[config.mk]
export PLATFORM = sky130hd
export DESIGN_NAME = rtcms_front
export DESIGN_NICKNAME = d
export VERILOG_FILES = /design/src/sv/rtcms_pkg.sv /design/src/sv/rtcms_front.sv
export SDC_FILE = /design/constraint.sdc
export NUM_CORES = 1
export LEC_CHECK = 0
export BUFFER_PORTS_ARGS = -buffer_cell sky130_fd_sc_hd__buf_4
export CORE_MARGIN = 8
export CORE_UTILIZATION = 40
export CTS_CLUSTER_SIZE = 40
export DETAILED_ROUTE_END_ITERATION = 12
export PLACE_DENSITY = 0.69
export SKIP_CTS_REPAIR_TIMING = 1
export SLEW_MARGIN = 20
export SYNTH_ARGS = -nofsm -noshare
export SYNTH_HDL_FRONTEND = slang
export SYNTH_SLANG_ARGS = --single-unit
[constraint.sdc]
create_clock -name clk -period 3.7 [get_ports clk]
set_input_delay 0.74 -clock clk [delete_from_list [all_inputs] [get_ports clk]]
set_output_delay 0.74 -clock clk [all_outputs]
set_load 0.02 [all_outputs]
[src/sv/rtcms_pkg.sv]
// Shared types, sizes and helpers for the row table column match search block.
// No dependencies.
package rtcms_pkg;

	localparam int MAX_ROWS    = 1024;
	localparam int NUM_COLUMNS = 5;
	localparam int CELL_WORDS  = 16;

	localparam int ROW_WORDS   = NUM_COLUMNS * CELL_WORDS;
	localparam int STORE_DEPTH = MAX_ROWS * ROW_WORDS;
	localparam int ADDR_W      = (STORE_DEPTH > 1) ? $clog2(STORE_DEPTH) : 1;
	localparam int SA_W        = (ROW_WORDS > 1) ? $clog2(ROW_WORDS) : 1;
	localparam int WI_W        = (CELL_WORDS > 1) ? $clog2(CELL_WORDS) : 1;
	localparam int CNT_W       = $clog2(MAX_ROWS + 1);

	localparam int COL_W    = 3;
	localparam int WIDX_W   = 4;
	localparam int WORD_W   = 64;
	localparam int STATUS_W = 2;
	localparam int IDX_W    = 10;

	localparam int CMDQ_DEPTH = 4;
	localparam int CMDQ_PW    = $clog2(CMDQ_DEPTH);

	typedef enum logic [STATUS_W-1:0] {
		ST_STORED  = 2'd0,
		ST_FULL    = 2'd1,
		ST_FOUND   = 2'd2,
		ST_NOMATCH = 2'd3
	} status_t;

	typedef enum logic [1:0] {
		CMP_MORE = 2'd0,
		CMP_HIT  = 2'd1,
		CMP_MISS = 2'd2
	} cmp_t;

	// decoded item passed from front to back
	typedef struct packed {
		logic              is_query;
		logic              last;
		logic              wr_en;
		logic              col_ok;
		logic [COL_W-1:0]  col;
		logic [WI_W-1:0]   widx;
		logic [WORD_W-1:0] word;
	} cmd_t;

	// compare one cell word against one query word, bytes in order
	function automatic cmp_t word_cmp(input logic [WORD_W-1:0] a, input logic [WORD_W-1:0] b);
		cmp_t r;
		logic done;
		r    = CMP_MORE;
		done = 1'b0;
		for (int i = 0; i < 8; i++) begin
			if (!done) begin
				if (a[8*i +: 8] != b[8*i +: 8]) begin
					r    = CMP_MISS;
					done = 1'b1;
				end else if (a[8*i +: 8] == 8'd0) begin
					r    = CMP_HIT;
					done = 1'b1;
				end
			end
		end
		return r;
	endfunction

endpackage

[src/sv/rtcms_front.sv]
// Front end: decodes input items and queues them for the back end.
// Depends on rtcms_pkg.
module rtcms_front (
	input  logic                         clk,
	input  logic                         arst_n,
	input  logic                         push,
	output logic                         full,
	input  logic                         req_type,
	input  logic [rtcms_pkg::COL_W-1:0]  column,
	input  logic [rtcms_pkg::WIDX_W-1:0] word_index,
	input  logic [rtcms_pkg::WORD_W-1:0] cell_word,
	input  logic                         last,
	output logic                         cmd_valid,
	output rtcms_pkg::cmd_t              cmd,
	input  logic                         cmd_take
);
	import rtcms_pkg::*;

	cmd_t                cmdq_q [CMDQ_DEPTH];
	logic [CMDQ_PW-1:0]  wp_q, rp_q;
	logic [CMDQ_PW:0]    cnt_q;
	cmd_t                dec;
	logic                wi_ok, col_ok, do_push, do_pop;

	always_comb begin
		wi_ok        = 32'(word_index) < CELL_WORDS;
		col_ok       = 32'(column) < NUM_COLUMNS;
		dec.is_query = req_type;
		dec.last     = last;
		dec.wr_en    = wi_ok && (req_type || col_ok);
		dec.col_ok   = col_ok;
		dec.col      = column;
		dec.widx     = WI_W'(word_index);
		dec.word     = cell_word;
	end

	assign full      = cnt_q == (CMDQ_PW+1)'(CMDQ_DEPTH);
	assign cmd_valid = cnt_q != '0;
	assign cmd       = cmdq_q[rp_q];
	assign do_push   = push && !full;
	assign do_pop    = cmd_take && cmd_valid;

	always_ff @(posedge clk) begin
		if (do_push) begin
			cmdq_q[wp_q] <= dec;
		end
	end

	always_ff @(posedge clk or negedge arst_n) begin
		if (!arst_n) begin
			wp_q  <= '0;
			rp_q  <= '0;
			cnt_q <= '0;
		end else begin
			if (do_push) wp_q <= wp_q + 1'b1;
			if (do_pop)  rp_q <= rp_q + 1'b1;
			if (do_push && !do_pop) cnt_q <= cnt_q + 1'b1;
			else if (!do_push && do_pop) cnt_q <= cnt_q - 1'b1;
		end
	end

endmodule

======== After elaboration in Yosys (flattened, before gate mapping) ========
Memories as Yosys holds them, arrays and structs flattened.
Cells that the tools add are included.
storage, ports and cells
  bits of input ports ..................... 77
  bits in read-only memories .............. 0
  memories kept ........................... 1
  register bits after elaboration ......... 7
  bits in writable memories ............... 300
  latch bits .............................. 0
  output and inout port bits .............. 77
operators by class
  order comparisons ....................... 1
  equality and inequality tests ........... 1
  muxes and demuxes ....................... 4
  shift-type cells ........................ 0
  add/subtract/negate cells ............... 4
  reductions and logical operators ........ 10
  div/mod/pow operators ................... 0
  $mul .................................... 0
  bitwise gates (word level) .............. 0
memory list
  memory  depth  width  read ports  clocked after Yosys merged registers in  write ports  RTL line           source
  cmdq_q  4      75     1           0                                        1            rtcms_front.sv:19  cmd_t cmdq_q [CMDQ_DEPTH];
operators by type and width
  cell                                              number
  2-to-1 mux 3 bit                                  2
  adder 2 x 1 -> 2 bit, second input constant       2
  logical AND 1 bit                                 4
  adder 3 x 1 -> 3 bit, second input constant       1
  == test 3 bit, second input constant              1
  zero test 1 bit                                   3
  < comparator 3 bit, second input constant         1
  nonzero test 3 bit                                1
  subtractor 3 x 1 -> 3 bit, second input constant  1
  2-to-1 mux 1 bit                                  2
  nonzero test 2 bit                                1
  logical OR 1 bit                                  1

======== Logic depth before layout (Yosys ltp) ========
  word-level depth ........................ 7
  mapped depth ............................ 9

======== Worst setup path after synthesis ========
Ideal clock, no wire load.
  path kind ............................... input -> register
  start ................................... input push
  end ..................................... memory cmdq_q[0][0] (netlist bit), enable pin
  data arrival time ....................... 2.773 ns
  path slack .............................. 0.486 ns
  path buffers ............................ 1
  cell stages on the path ................. 3
  path through ............................ nor2b_1 -> buf_2 -> and2_1
on the way
  cells in the longest elaborated chain, start to end .. 3
ends and longest elaborated chain
  item                                    RTL line           source
  start, declared                         rtcms_front.sv:6   input logic push,
  logical AND 1 bit                       rtcms_front.sv:40  assign do_push = push && !full;
  via do_push                             rtcms_front.sv:23  logic wi_ok, col_ok, do_push, do_pop;
  2-to-1 mux 1 bit                        rtcms_front.sv:44  if (do_push) begin
  2-to-1 mux 1 bit (not written as such)  rtcms_front.sv:45  cmdq_q[wp_q] <= dec;
  end, declared                           rtcms_front.sv:19
The timed path passes the listed nets, and every way through them passes these cells.

==> results.sh <==
export IMPL_dr_pass1_iters=4
export IMPL_slew_headroom=0.557
export IMPL_timing_rr_end="cmdq_q[1][11]"
export IMPL_area_delta_synth_final_pct=22.9
export IMPL_wl_um=21700
export IMPL_vias=5030
export IMPL_netlist_area_sq_um=11300
export IMPL_antenna_found_initial=1
export IMPL_grt_total_usage=0.126
export IMPL_ant_nets=0
export IMPL_hold_depth=1
export IMPL_reg2reg_slack_ns=1.32
export IMPL_place_ws_ns=1.05
export IMPL_htree_levels=1
export IMPL_clock_sinks=307
export IMPL_cts_made_buffers=31
export IMPL_path_clk_slew_ns=0.06
export IMPL_power_leakage_nw=4.68
export IMPL_rsz0062_at_grt="false"
export IMPL_nets=688
export IMPL_rr_worst_depth=4
export IMPL_insertion_delay_ns=0.54
export IMPL_die_w_um=184
export IMPL_wl_per_cell_um=21.6
export IMPL_cp_start_kind="register"
export IMPL_drv_cap=0
export IMPL_r2r_start="cnt_q[2]"
export IMPL_yosys_cell_types_count=23
export IMPL_syn_area_per_cell_sq_um=26.3
export IMPL_io_buffers=153
export IMPL_finalSetupViolCount=0
export IMPL_holdWs_ns=0.403
export IMPL_tightestPinTransition_ns=0.664
export IMPL_cts_tree="yes"
export IMPL_synth_area_leaders="edfxtp_1, mux4_2, dfrtp_1"
export IMPL_drive_gt1_frac=0.455
export IMPL_finalCritPeriodShare=0.841
export IMPL_setup_tns_ns=0
export IMPL_final_cell_mix="edfxtp_1, buf_4, mux4_2"
export IMPL_synth_fp_nets=512
export IMPL_gp_congestion=0.683
export IMPL_start_util=0.406
export IMPL_via_per_inst=5.00
export IMPL_final_common_cell="edfxtp_1"
export IMPL_final_core_util=0.499
export IMPL_min_period_ns=3.11
export IMPL_drcViolationCount=0
export IMPL_max_vdd_ir_drop_mv=0.469
export IMPL_overflow=0
export IMPL_ys_warn_count=0
export IMPL_hold_viol=0
export IMPL_hold_start="cell_word[48]"
export IMPL_grt_pass1_wl_um=32800
export IMPL_die_y_um=184
export IMPL_synth_seq_cells=307
export IMPL_cp_arrival_ns=2.37
export IMPL_hold_path_class="input pin to register"
export IMPL_power_density_nw_per_um2=843
export IMPL_fmax_mhz=321
export IMPL_slew_viol_final=0
export IMPL_yosys_area_top_type="edfxtp_1"
export IMPL_synthCells=429
export IMPL_drt_initial_drc_count=261
export IMPL_rows=61
export IMPL_synth_sequential_area_ratio=0.814
export IMPL_diodes=0
export IMPL_grt_pass1_vias=5631
export IMPL_cp_max_fo=33
export IMPL_core_sq_um=27800
export IMPL_critPathRequiredTime_ns=2.96
export IMPL_clock_skew_final_ns=0.00585
export IMPL_dieArea_sq_um=33800
export IMPL_clockBufferDepth=3
export IMPL_hold_end="cmdq_q[0][48]"
export IMPL_status="complete, no violations"
export IMPL_crit_path_end_kind="output port"
export IMPL_hpwl_um=13400
export IMPL_cts_root_buffer="clkbuf_16"
export IMPL_yosysTopAreaCellShare=0.799
export IMPL_worst_slack_ns=0.589
export IMPL_critical_path_class="register to output port"
export IMPL_grt_max_degree=46
export IMPL_num_io_pins=154
## critical path, stage by stage, from the launching register on
cell	delay [ns]
dfrtp_4	0.70
buf_12	0.34
mux4_2	0.58
buf_4	0.18
## power by group
part	switching [mW]	total [mW]	internal, mW	leakage, nW
combinational	2.05	3.83	1.78	1.40
clock	1.19	2.93	1.73	0.461
sequential	0.325	4.92	4.60	2.83
total	3.56	11.7	8.11	4.68
## cells by family (layout without fill, tap and decap cells)
kind of cell    Yosys count  count (layout)  share of synthesized area
simple gates             11              11                    0.00610
compound gates            1               1                   0.000443
xor+xnor                  6               6                    0.00466
fa+ha+maj                 6               6                    0.00732
flops                   307             307                      0.814
buf+inv                  21             219                     0.0154
mux                      77              77                      0.152
## Yosys cell counts
library cell	number
xnor2_1	4
buf_2	6
nand2_1	1
or3_1	1
mux2_2	2
nand3_1	1
xor2_1	2
buf_6	1
buf_12	4
fa_1	1
nor2b_1	1
mux4_2	75
inv_1	3
buf_1	3
dfrtp_1	7
ha_1	5
buf_4	4
or2_2	1
nor3b_2	1
edfxtp_1	300
o21ai_0	1
nor2_1	1
and2_1	4
## cell type report
cell class / instances / area, sq um
clock buffers: 38 / 802
multi-input cells: 101 / 1930
fillers: 2279 / 13900
clock inverters: 17 / 155
flip-flops and latches: 307 / 9190
well taps: 378 / 473
repair buffers: 161 / 1300
inverters: 3 / 11.3
## worst max path at each step
stage / from / endpoint / slack [ns]
6_report: rp_q[0] / cmd[1] / 0.59
4_1_cts: rp_q[0] / cmd[52] / 0.51
5_1_grt: rp_q[0] / cmd[1] / 0.43
3_3_place_gp: push / cmdq_q[3][7] / 1.11
3_5_place_dp: push / cmdq_q[0][12] / 1.05
2_1_floorplan: push / cmdq_q[0][0] / 0.49
## layer usage
layer	track usage	wire length (um)	vias to the layer above
met5	0	13	-
li1	-	-	2180
met2	0.208	10800	149
met4	0.0268	251	2
met1	0.165	9160	2667
met3	0.0350	1490	32
## through the flow
stage                     total power, mW  std cells  instance area, sq um
after CTS                            11.9       1004                 13900
final                                11.7       1005                 13900
after floorplan                      7.41        429                 11300
after detailed placement             8.94        949                 12900
after global routing                 12.2       1005                 13900
after global placement               8.83        949                 12900
## registers in the layout, summed over array words and instances (netlist names)
name / cells
rp_q: 2
wp_q: 2
cmdq_q: 300
cnt_q: 3
No activity file was read; power rests on OpenSTA's default activity.
